$ cat src/oaid_pkg.sv
// ----------------------------------------------------------------------------
// oaid_pkg
// Types and codes shared by the ordered array insert/delete core.
// ----------------------------------------------------------------------------
package oaid_pkg;

  // Operation codes
  localparam logic [2:0] OP_INS_LAST  = 3'd0;
  localparam logic [2:0] OP_INS_FIRST = 3'd1;
  localparam logic [2:0] OP_INS_AT    = 3'd2;
  localparam logic [2:0] OP_DEL_LAST  = 3'd3;
  localparam logic [2:0] OP_DEL_FIRST = 3'd4;
  localparam logic [2:0] OP_DEL_AT    = 3'd5;
  localparam logic [2:0] OP_READ      = 3'd6;

  // Status codes
  localparam logic [1:0] ST_OK        = 2'd0;
  localparam logic [1:0] ST_UNDERFLOW = 2'd1;
  localparam logic [1:0] ST_RANGE     = 2'd2;
  localparam logic [1:0] ST_FULL      = 2'd3;

  typedef struct packed {
    logic [2:0]         operation;
    logic [5:0]         position;
    logic signed [31:0] key_value;
  } req_t;

  typedef struct packed {
    logic [1:0]         status;
    logic [6:0]         live_count;
    logic signed [31:0] read_value;
  } rsp_t;

  typedef enum logic [1:0] {
    KIND_NOP,
    KIND_INS,
    KIND_DEL,
    KIND_READ
  } kind_t;

  typedef enum logic [1:0] {
    SRC_BELOW,
    SRC_ABOVE,
    SRC_AT
  } rd_src_t;

  // Controller to datapath
  typedef struct packed {
    logic    capture;
    logic    cur_load_count;
    logic    cur_load_at;
    logic    cur_dec;
    logic    cur_inc;
    logic    rd_en;
    rd_src_t rd_src;
    logic    wr_shift;
    logic    wr_key;
    logic    cnt_inc;
    logic    cnt_dec;
    logic    finish;
    logic    use_rdata;
  } cmd_t;

  // Datapath to controller
  typedef struct packed {
    kind_t kind;
    logic  err;
    logic  ins_no_shift;
    logic  del_no_shift;
    logic  up_last;
    logic  dn_last;
  } sts_t;

endpackage

$ cat src/oaid_datapath.sv
// ----------------------------------------------------------------------------
// oaid_datapath
// Entry memory, live count, shift cursor, request decode and result register.
// ----------------------------------------------------------------------------
module oaid_datapath #(
  parameter int CAPACITY = 64
) (
  input  logic           clk,
  input  logic           rst,
  input  oaid_pkg::req_t request,
  input  oaid_pkg::cmd_t cmd,
  output oaid_pkg::sts_t sts,
  output logic           done,
  output oaid_pkg::rsp_t result
);

  localparam int AW   = (CAPACITY > 1) ? $clog2(CAPACITY) : 1;
  localparam int CW   = $clog2(CAPACITY + 1);
  localparam int CMPW = (CW > 7) ? CW : 7;

  logic signed [31:0] mem [CAPACITY];
  logic signed [31:0] rdata;

  logic [2:0]         req_op;
  logic [5:0]         req_pos;
  logic signed [31:0] req_key;

  logic [CW-1:0] count;
  logic [CW-1:0] count_next;
  logic [CW-1:0] cursor;
  logic [CW-1:0] cur_m1;
  logic [CW-1:0] cur_p1;

  logic [CMPW-1:0] at;
  logic [CMPW-1:0] count_ext;
  logic [CMPW-1:0] cursor_ext;
  logic [1:0]      err_code;
  oaid_pkg::kind_t kind;

  logic [AW-1:0]      raddr;
  logic [AW-1:0]      waddr;
  logic signed [31:0] wdata;
  logic               wen;

  assign count_ext  = CMPW'(count);
  assign cursor_ext = CMPW'(cursor);
  assign cur_m1     = cursor - CW'(1);
  assign cur_p1     = cursor + CW'(1);

  // Decode the held request: target index, kind and error
  always_comb begin
    at       = CMPW'(req_pos);
    kind     = oaid_pkg::KIND_NOP;
    err_code = oaid_pkg::ST_OK;
    case (req_op)
      oaid_pkg::OP_INS_LAST: begin
        at   = count_ext;
        kind = oaid_pkg::KIND_INS;
      end
      oaid_pkg::OP_INS_FIRST: begin
        at   = '0;
        kind = oaid_pkg::KIND_INS;
      end
      oaid_pkg::OP_INS_AT: begin
        kind = oaid_pkg::KIND_INS;
      end
      oaid_pkg::OP_DEL_LAST: begin
        at   = count_ext - CMPW'(1);
        kind = oaid_pkg::KIND_DEL;
      end
      oaid_pkg::OP_DEL_FIRST: begin
        at   = '0;
        kind = oaid_pkg::KIND_DEL;
      end
      oaid_pkg::OP_DEL_AT: begin
        kind = oaid_pkg::KIND_DEL;
      end
      oaid_pkg::OP_READ: begin
        kind = oaid_pkg::KIND_READ;
      end
      default: begin
        kind = oaid_pkg::KIND_NOP;
      end
    endcase

    case (kind)
      oaid_pkg::KIND_INS: begin
        // range test ahead of the full test
        if (at > count_ext) begin
          err_code = oaid_pkg::ST_RANGE;
        end else if (count_ext >= CMPW'(CAPACITY)) begin
          err_code = oaid_pkg::ST_FULL;
        end
      end
      oaid_pkg::KIND_DEL: begin
        if (count == '0) begin
          err_code = oaid_pkg::ST_UNDERFLOW;
        end else if (at >= count_ext) begin
          err_code = oaid_pkg::ST_RANGE;
        end
      end
      oaid_pkg::KIND_READ: begin
        if (at >= count_ext) begin
          err_code = oaid_pkg::ST_RANGE;
        end
      end
      default: begin
        err_code = oaid_pkg::ST_OK;
      end
    endcase
  end

  assign sts.kind         = kind;
  assign sts.err          = (err_code != oaid_pkg::ST_OK);
  assign sts.ins_no_shift = (at == count_ext);
  assign sts.del_no_shift = (at == count_ext - CMPW'(1));
  assign sts.up_last      = (cursor_ext - CMPW'(1) == at);
  assign sts.dn_last      = (cursor_ext + CMPW'(2) == count_ext);

  always_comb begin
    case (cmd.rd_src)
      oaid_pkg::SRC_BELOW: raddr = cur_m1[AW-1:0];
      oaid_pkg::SRC_ABOVE: raddr = cur_p1[AW-1:0];
      default:             raddr = at[AW-1:0];
    endcase
  end

  assign wen   = cmd.wr_shift | cmd.wr_key;
  assign waddr = cmd.wr_shift ? cursor[AW-1:0] : at[AW-1:0];
  assign wdata = cmd.wr_shift ? rdata : req_key;

  always_comb begin
    count_next = count;
    if (cmd.cnt_inc) begin
      count_next = count + CW'(1);
    end else if (cmd.cnt_dec) begin
      count_next = count - CW'(1);
    end
  end

  always_ff @(posedge clk) begin
    if (wen) begin
      mem[waddr] <= wdata;
    end
    if (cmd.rd_en) begin
      rdata <= mem[raddr];
    end
  end

  always_ff @(posedge clk) begin
    if (cmd.capture) begin
      req_op  <= request.operation;
      req_pos <= request.position;
      req_key <= request.key_value;
    end
    if (cmd.cur_load_count) begin
      cursor <= count;
    end else if (cmd.cur_load_at) begin
      cursor <= at[CW-1:0];
    end else if (cmd.cur_dec) begin
      cursor <= cur_m1;
    end else if (cmd.cur_inc) begin
      cursor <= cur_p1;
    end
    if (cmd.finish) begin
      result.status     <= err_code;
      result.live_count <= 7'(count_next);
      result.read_value <= cmd.use_rdata ? rdata : 32'sd0;
    end
  end

  always_ff @(posedge clk) begin
    if (rst) begin
      count <= '0;
      done  <= 1'b0;
    end else begin
      count <= count_next;
      done  <= cmd.finish;
    end
  end

endmodule

$ cat src/oaid_ctrl.sv
// ----------------------------------------------------------------------------
// oaid_ctrl
// Sequencer: checks the request, walks the shift one entry at a time, closes.
// ----------------------------------------------------------------------------
module oaid_ctrl (
  input  logic           clk,
  input  logic           rst,
  input  logic           start,
  output logic           busy,
  input  oaid_pkg::sts_t sts,
  output oaid_pkg::cmd_t cmd
);

  typedef enum logic [2:0] {
    S_IDLE,
    S_CHECK,
    S_UP_RD,
    S_UP_WR,
    S_PUT,
    S_DN_RD,
    S_DN_WR,
    S_RD_WAIT
  } state_t;

  state_t state;
  state_t state_next;

  assign busy = (state != S_IDLE);

  always_comb begin
    state_next = state;
    cmd        = '0;
    cmd.rd_src = oaid_pkg::SRC_AT;
    case (state)
      S_IDLE: begin
        if (start) begin
          cmd.capture = 1'b1;
          state_next  = S_CHECK;
        end
      end
      S_CHECK: begin
        if (sts.err || sts.kind == oaid_pkg::KIND_NOP) begin
          cmd.finish = 1'b1;
          state_next = S_IDLE;
        end else begin
          case (sts.kind)
            oaid_pkg::KIND_INS: begin
              if (sts.ins_no_shift) begin
                state_next = S_PUT;
              end else begin
                cmd.cur_load_count = 1'b1;
                state_next         = S_UP_RD;
              end
            end
            oaid_pkg::KIND_DEL: begin
              if (sts.del_no_shift) begin
                cmd.cnt_dec = 1'b1;
                cmd.finish  = 1'b1;
                state_next  = S_IDLE;
              end else begin
                cmd.cur_load_at = 1'b1;
                state_next      = S_DN_RD;
              end
            end
            default: begin
              cmd.rd_en  = 1'b1;
              cmd.rd_src = oaid_pkg::SRC_AT;
              state_next = S_RD_WAIT;
            end
          endcase
        end
      end
      S_UP_RD: begin
        cmd.rd_en  = 1'b1;
        cmd.rd_src = oaid_pkg::SRC_BELOW;
        state_next = S_UP_WR;
      end
      S_UP_WR: begin
        // move the neighbor below up into the cursor slot
        cmd.wr_shift = 1'b1;
        cmd.cur_dec  = 1'b1;
        state_next   = sts.up_last ? S_PUT : S_UP_RD;
      end
      S_PUT: begin
        cmd.wr_key  = 1'b1;
        cmd.cnt_inc = 1'b1;
        cmd.finish  = 1'b1;
        state_next  = S_IDLE;
      end
      S_DN_RD: begin
        cmd.rd_en  = 1'b1;
        cmd.rd_src = oaid_pkg::SRC_ABOVE;
        state_next = S_DN_WR;
      end
      S_DN_WR: begin
        cmd.wr_shift = 1'b1;
        cmd.cur_inc  = 1'b1;
        if (sts.dn_last) begin
          cmd.cnt_dec = 1'b1;
          cmd.finish  = 1'b1;
          state_next  = S_IDLE;
        end else begin
          state_next = S_DN_RD;
        end
      end
      S_RD_WAIT: begin
        cmd.use_rdata = 1'b1;
        cmd.finish    = 1'b1;
        state_next    = S_IDLE;
      end
      default: begin
        state_next = S_IDLE;
      end
    endcase
  end

  always_ff @(posedge clk) begin
    if (rst) begin
      state <= S_IDLE;
    end else begin
      state <= state_next;
    end
  end

endmodule

$ cat src/ordered_array_insert_delete_core.sv
// ----------------------------------------------------------------------------
// ordered_array_insert_delete_core
// Packed array of signed keys with insert/delete by shifting and indexed read.
// ----------------------------------------------------------------------------
//  channel   handshake              payload
//  request   start, accepted !busy  request (operation, position, key_value)
//  result    done, one cycle        result  (status, live_count, read_value)
//
//  After accept the request is checked; an error, a no-op or a delete then
//  closes, a read or an insert closes after its memory read or key write,
//  and every entry that shifts adds one memory read then one memory write.
//  Busy drops in the cycle of the done strobe, so the next start can be taken
//  there; start is ignored while busy is high.
//  Synchronous reset empties the array at once; no clearing pass is needed.
//  The receiver cannot stall: each result is valid for its strobe cycle only.
// ----------------------------------------------------------------------------
module ordered_array_insert_delete_core #(
  parameter int CAPACITY = 64
) (
  input  logic           clk,
  input  logic           rst,
  input  logic           start,
  output logic           busy,
  input  oaid_pkg::req_t request,
  output logic           done,
  output oaid_pkg::rsp_t result
);

  oaid_pkg::cmd_t cmd;
  oaid_pkg::sts_t sts;

  oaid_ctrl u_ctrl (
    .clk   (clk),
    .rst   (rst),
    .start (start),
    .busy  (busy),
    .sts   (sts),
    .cmd   (cmd)
  );

  oaid_datapath #(
    .CAPACITY (CAPACITY)
  ) u_datapath (
    .clk     (clk),
    .rst     (rst),
    .request (request),
    .cmd     (cmd),
    .sts     (sts),
    .done    (done),
    .result  (result)
  );

  a_done_after_busy : assert property (@(posedge clk) disable iff (rst)
    done |-> $past(busy))
    else $error("result strobe without a transaction in progress");

  a_start_takes : assert property (@(posedge clk) disable iff (rst)
    (start && !busy) |=> busy)
    else $error("accepted transaction did not raise busy");

  a_done_single : assert property (@(posedge clk) disable iff (rst)
    done |=> !done)
    else $error("two result strobes back to back");

  a_underflow_empty : assert property (@(posedge clk) disable iff (rst)
    (done && result.status == oaid_pkg::ST_UNDERFLOW) |-> (result.live_count == 7'd0))
    else $error("underflow reported on a non-empty array");

  a_full_count : assert property (@(posedge clk) disable iff (rst)
    (done && result.status == oaid_pkg::ST_FULL) |-> (result.live_count == 7'(CAPACITY)))
    else $error("full reported below capacity");

endmodule
$ cat config.mk
export PLATFORM = sky130hd
export DESIGN_NAME = ordered_array_insert_delete_core
export DESIGN_NICKNAME = d
export VERILOG_FILES = /design/src/oaid_pkg.sv /design/src/oaid_datapath.sv /design/src/oaid_ctrl.sv /design/src/ordered_array_insert_delete_core.sv
export SDC_FILE = /design/constraint.sdc
export NUM_CORES = 2
export LEC_CHECK = 0
export CAP_MARGIN = 5
export CORE_MARGIN = 1
export CORE_UTILIZATION = 40
export DETAILED_ROUTE_END_ITERATION = 7
export DONT_BUFFER_PORTS = 1
export HOLD_SLACK_MARGIN = 0.03
export SLEW_MARGIN = 10
export SYNTH_ARGS = -nofsm -noshare
export SYNTH_HDL_FRONTEND = slang
export SYNTH_SLANG_ARGS = --single-unit
$ cat constraint.sdc
create_clock -name clk -period 7.1 [get_ports clk]
set_input_delay 1.065 -clock clk [delete_from_list [all_inputs] [get_ports clk]]
set_output_delay 1.065 -clock clk [all_outputs]
set_load 0.1 [all_outputs]
# [Word level (Yosys, flattened, before mapping)]
# Memory sizes are Yosys's and may differ from the RTL's. A register that Yosys moved wholly into a read port is not among the register bits.
# Index checks and enable logic that the tools add are counted.
[totals] memories=1 word_cells=106 ram_bits=2048 in_bits=44 register_bits=100 output_inout_bits=43
[memory_table] name="u_datapath.mem" depth=64 word_bits=32 read_ports=1 rd_clocked_by_memory_dff=1 wr=1 line_no="oaid_datapath.sv:21" text="logic signed [31:0] mem [CAPACITY];"
[op_classes] bitwise_logic=1 n_eq_ne=22 add_sub_neg=5 order_cmp=3 n_reduce_logical=15 n_mux=49
[ops] operator="two-way mux 7 bit" n=6
[ops] operator="two-way mux 32 bit" n=1
[ops] operator="== test 7 bit" n=4
[ops] operator="two-way mux 3 bit" n=8
[ops] operator="== test 3 bit (second input constant)" n=7
[ops] operator="one-hot mux 3 bit (7 select lines)" n=1
[ops] operator="one-hot mux 7 bit (3 select lines)" n=1
[ops] operator="two-way mux 2 bit" n=10
[ops] operator="adder 7 x 1 -> 7 bit (second input constant)" n=2
[ops] operator="two-way mux 1 bit" n=14
[ops] operator="subtractor 7 x 1 -> 7 bit (second input constant)" n=2
[ops] operator="== test 3 x 2 -> 1 bit (second input constant)" n=4
[ops] operator="one-hot mux 2 bit (3 select lines)" n=2
[ops] operator="one-hot mux 6 bit (2 select lines)" n=1
[ops] operator="one-hot mux 3 bit (3 select lines)" n=1
[ops] operator="OR reduction 2 bit" n=4
[ops] operator="adder 7 x 2 -> 7 bit (second input constant)" n=1
[ops] operator=">= comparator 7 bit" n=1
[ops] operator=">= comparator 7 bit (second input constant)" n=1
[ops] operator="greater-than comparator 7 bit" n=1
[ops] operator="zero test 7 bit" n=1
[ops] operator="== test 3 x 1 -> 1 bit (second input constant)" n=2
[ops] operator="zero test 3 bit" n=2
[ops] operator="two-way mux 6 bit" n=1
[ops] operator="other kinds (13)" n=17

# [Depth between registers and ports, before layout]
[depth] ltp_word=13 depth_mapped=19 depth_no_buf=16

# [Cells and area by module]
# A second synthesis with hierarchy kept.
[unflattened] cells_unflattened=5769 hier_area_um2=90548.1
[modules_own_cells] module="oaid_datapath" area_per_inst_um2=90115.2 n_inst=1 seq_area_each_um2=65292.6 cells_each=5713
[modules_own_cells] module="oaid_ctrl" area_per_inst_um2=432.9 n_inst=1 seq_area_each_um2=60.1 cells_each=56

# [Worst setup path before layout]
# OpenSTA, ideal clock, no wires.
[synth_path] kind="register -> register" startpoint="register u_datapath.count[1]" endpoint="register, netlist name u_datapath.result[0]" period_less_slack_ns=6.655 path_stages_with_launch=17 required_time_ns=6.597 arrival_ns=6.153 n_path_buf=2 slack_ns=0.445 setup_ns=0.503 path_cell_list="dfxtp_1 clkbuf_1 inv_1 ha_1 buf_2 nor3b_4 xnor2_1 a22oi_1 o21a_1 inv_1 ha_1 nand4_1 o311ai_0 a22oi_1 nand2_1 a31oi_1 o31ai_1"
[synth_lines] element="start, declared" line_no="oaid_datapath.sv:28" text="logic [CW-1:0] count;"
[synth_lines] element="start signal, assigned" line_no="oaid_datapath.sv:177" text="count <= count_next;"

# [Worst setup path in the final report]
[layout_path] startpoint="register u_datapath.count[0]" endpoint="register u_datapath.rdata[19], read port of u_datapath.mem, data pin"
[layout_via] elab_chain_len=12 elab_cells_between_ends=18 classes_between="add/sub (1); order compare (3); eq/ne (1); mux (9); reduce/logical (4)"
[layout_rtl] element="subtractor 7 x 1 -> 7 bit" line_no="oaid_datapath.sv:68" text="at = count_ext - CMPW'(1);"
[layout_rtl] element="one-hot mux 7 bit (3 select lines)" line_no="oaid_datapath.sv:55" text="case (req_op)"
[layout_rtl] element=">= comparator 7 bit" line_no="oaid_datapath.sv:98, oaid_datapath.sv:103"
[layout_rtl] element="two-way mux 2 bit" line_no="oaid_datapath.sv:98, oaid_datapath.sv:103"
[layout_rtl] element="two-way mux 2 bit" line_no="oaid_datapath.sv:96" text="if (count == '0) begin"
[layout_rtl] element="one-hot mux 2 bit (3 select lines)" line_no="oaid_datapath.sv:86" text="case (kind)"
[layout_rtl] element="nonzero test 2 bit" line_no="oaid_datapath.sv:114" text="assign sts.err = (err_code != oaid_pkg::ST_OK);"
[layout_rtl] element="logical OR 1 bit" line_no="oaid_ctrl.sv:42" text="if (sts.err || sts.kind == oaid_pkg::KIND_NOP) begin"
[layout_rtl] element="two-way mux 3 bit" line_no="oaid_ctrl.sv:42"
[layout_rtl] element="one-hot mux 3 bit (3 select lines)" line_no="oaid_ctrl.sv:34" text="case (state)"
[layout_rtl] element="== test 2 x 1 -> 1 bit or zero test 2 bit (tied branches)" line_no="oaid_datapath.sv:121" text="case (cmd.rd_src)"
[layout_rtl] element="one-hot mux 6 bit (2 select lines)" line_no="oaid_datapath.sv:121"
[layout_rtl] element="end, declared" line_no="oaid_datapath.sv:22" text="logic signed [31:0] rdata;"
# Parallel ways exist; a longest one is shown, timed or not.
# A chain may end at the register's enable or synchronous reset.

==> flow_summary.toml <==
[outcome]
outcome = "finished with violations"
violations = "DRC"

[floorplanning]
fp.dieW_um = 465.7
io-pin-count = 87
initial_core_util = 0.4040
die-area_um2 = 216900
row_count = 169
core_area_um2 = 212900
die_y_um = 465.7

[cts]
worstSkewPairLatency_ns = 0.87
htree_levels = 4
cts_resized = 0
cts_buffers = 212
cts_tree = "built"
post_cts_buffers = 0
clkTransAtPathRegs_ns = 0.07
cts.sinks = 2180
ctsHoldBuffers = 0
clk_path_buf_depth = 3
cts_root_buf = "clkbuf_16"

[timing]
max_slew_margin = 0.1087
setup_viol = 0
slew_violations = 0
setup_tns_ns = 0
min_period_ns = 5.775
tightest_slew_ns = 1.334
rsz0062_at_grt = "no"
clock_skew_ns = 0.06185
period_share = 0.8134
clock.fmax_mhz = 173.2
layout_setup_ws_ns = 1.325
hold_viol = 0

[min_path]
hold_path_class = "input port to flip-flop"

[placement]
post-dp-hpwl_mm = 138.9
placedCellCount = 6924
placedInstanceArea_um2 = 90850
numPortBuffers = 0
post-place-ws_ns = 1.433
gp_congestion = 0.8826

[synthesis]
synth_area_um2 = 86020
synth.ff_latch_count = 2180
post-synth-top-area-cell = "edfxtp_1"
synth_flop_cell = "edfxtp_1"
synth.net_count = 4216
synth_top_area_frac = 0.7572
async_reset_ff_frac = 0
seq_area_frac_synth = 0.7597
synth.distinct_cells = 73
avgSynthCellArea_um2 = 20.71
synth_area_leaders = "edfxtp_1 76%, mux4_2 13%, mux2i_1 1.7%"
synth_warnings = 0
synth_edf_count = 2169
synth_cells = 4154

[layout]
layout_commonest_cell = "edfxtp_1"
layoutNonFillerInstCount = 7386
fillCellCount = 17570
design_area_um2 = 97860
fin_util = 0.4596
mostFrequentLayoutCells = "2169 x edfxtp_1, 512 x mux4_2, 214 x clkbuf_16"
layout.nets = 4379
syn2layout_area_growth_pct = 13.76
layout-drive-gt1-share = 0.2631

[pwr]
leakagePower_nw = 30.80
vdd_drop_max_mv = 0.2205
powerDensity_nw_per_um2 = 298.3

[routing]
firstDrtPassIters = 8
routed_wl_mm = 234.7
drcViolationCount = 1
wl_per_cell_um = 31.78
vias_per_cell = 5.927
routed-via-count = 43780
ant_nets = 0
drt-initial-drc-count = 6105

[global_routing]
grt-ovfl-total = 0
grt_pass1_vias = 43070
grt_pass1_wl_mm = 331.5
antenna_found_initial = 32
grt_max_degree = 97
grtUsageTotal = 0.2155

[setup_path]
critPathLaunchType = "flip-flop"
cp.arrival_ns = 6.51
crit_family = "compound AO/OA/AOI/OAI gates"
path_cells = "inv_1 -> ha_1 -> nor4bb_1 -> a211oi_2 -> a211oi_4 -> buf_12 -> mux4_2 -> o21ai_0 -> a2111oi_1 -> a2111o_1 -> or3_1"
critPathKind = "flip-flop to flip-flop"
required_ns = 7.83
worstSetupEndpointType = "flip-flop"
cp_max_fo = 38
critPathBufInv = 2
slowest_delay_ns = 1.19
cp_slowest_cell = "a2111oi_1"

[flow_run]
drv_cap = 0
## where the power goes
| group | total, mW | leakage [nW] | internal (mW) | switching (mW) |
|---|---|---|---|---|
| logic | 3.52 | 7.83 | 1.32 | 2.20 |
| clock network | 11.2 | 3.33 | 6.30 | 4.85 |
| registers | 14.5 | 19.6 | 14.4 | 0.160 |
## layout make-up
class                      instances  area (µm²)  area share
clock buffer                     263        5539     0.05660
multi-input combinational       1694       20150      0.2059
tap                             2821        3530     0.03607
clock inverter                   126        1286     0.01314
antenna                           73       182.7    0.001867
timing repair buffer             205        1732     0.01770
sequential                      2180       65350      0.6678
inverter                          24       90.09   0.0009206
## sequential cells by signal, indices dropped and copies added, names as in the netlist
name and cells:
u_datapath.mem 2048, u_datapath.result 41, u_datapath.rdata 32, u_datapath.req_key 32, u_datapath.count 7, u_datapath.cursor 7
u_datapath.req_pos 6, u_ctrl.state 3, u_datapath.req_op 3, u_datapath.done 1
## final timing paths
check             slack, ns                   end           startpoint  cells after the start
setup / recovery       1.33  u_datapath.rdata[19]  u_datapath.count[0]                     11
hold / removal         0.25       u_ctrl.state[0]                  rst                      1
setup reg to reg       1.33  u_datapath.rdata[19]  u_datapath.count[0]                     11
hold reg to reg        0.55  u_datapath.result[1]  u_datapath.rdata[1]                      1
## logic make-up (layout without fill, tap and decap cells)
kind of cell             Yosys count  after routing  synth area share
AO/OA/AOI/OAI                    428            428           0.03475
XOR/XNOR                          35             35          0.003564
adder cells (fa/ha/maj)           18             18          0.002618
buffers and inverters            280            618           0.01488
flip-flops                      2180           2180            0.7597
multiplexers                     690            690            0.1553
other                              0             73                 0
AND/OR/NAND/NOR                  523            523           0.02915
## stage by stage
stage | hold WS (ns) | total power, mW
2_1_floorplan | 0.5244 | 16.99
3_3_place_gp | 0.5300 | 18.29
3_5_place_dp | 0.5399 | 18.32
4_1_cts | 0.2044 | 29.35
5_1_grt | 0.2165 | 29.98
6_report | 0.2535 | 29.20
## synthesized netlist by cell type, types with 7 or more instances
cell type	instances
nand3_1	114
a21oi_1	32
xnor2_1	24
a2111o_1	32
buf_1	12
dfxtp_1	11
nor3_1	15
clkbuf_1	106
mux4_2	512
a2111oi_0	39
o22ai_1	68
buf_4	15
edfxtp_1	2169
nand2_1	151
or3_1	38
nand4_1	8
a31oi_1	7
ha_1	18
mux2i_1	143
nand2b_1	7
a211oi_1	65
o21ai_0	119
a221o_1	9
mux2_2	34
buf_2	120
and2_1	40
xor2_1	11
nor2_1	108
nor2b_1	8
inv_1	24
## per-layer routing
metal	global-route usage	vias up	wire length [µm]
met5	0	-	21
met4	0.08771	4	9185
met3	0.03401	321	17450
met2	0.3350	1993	111300
met1	0.3045	23650	96750
li1	-	17810	-
Note: power is estimated with default switching activity, not from simulation.
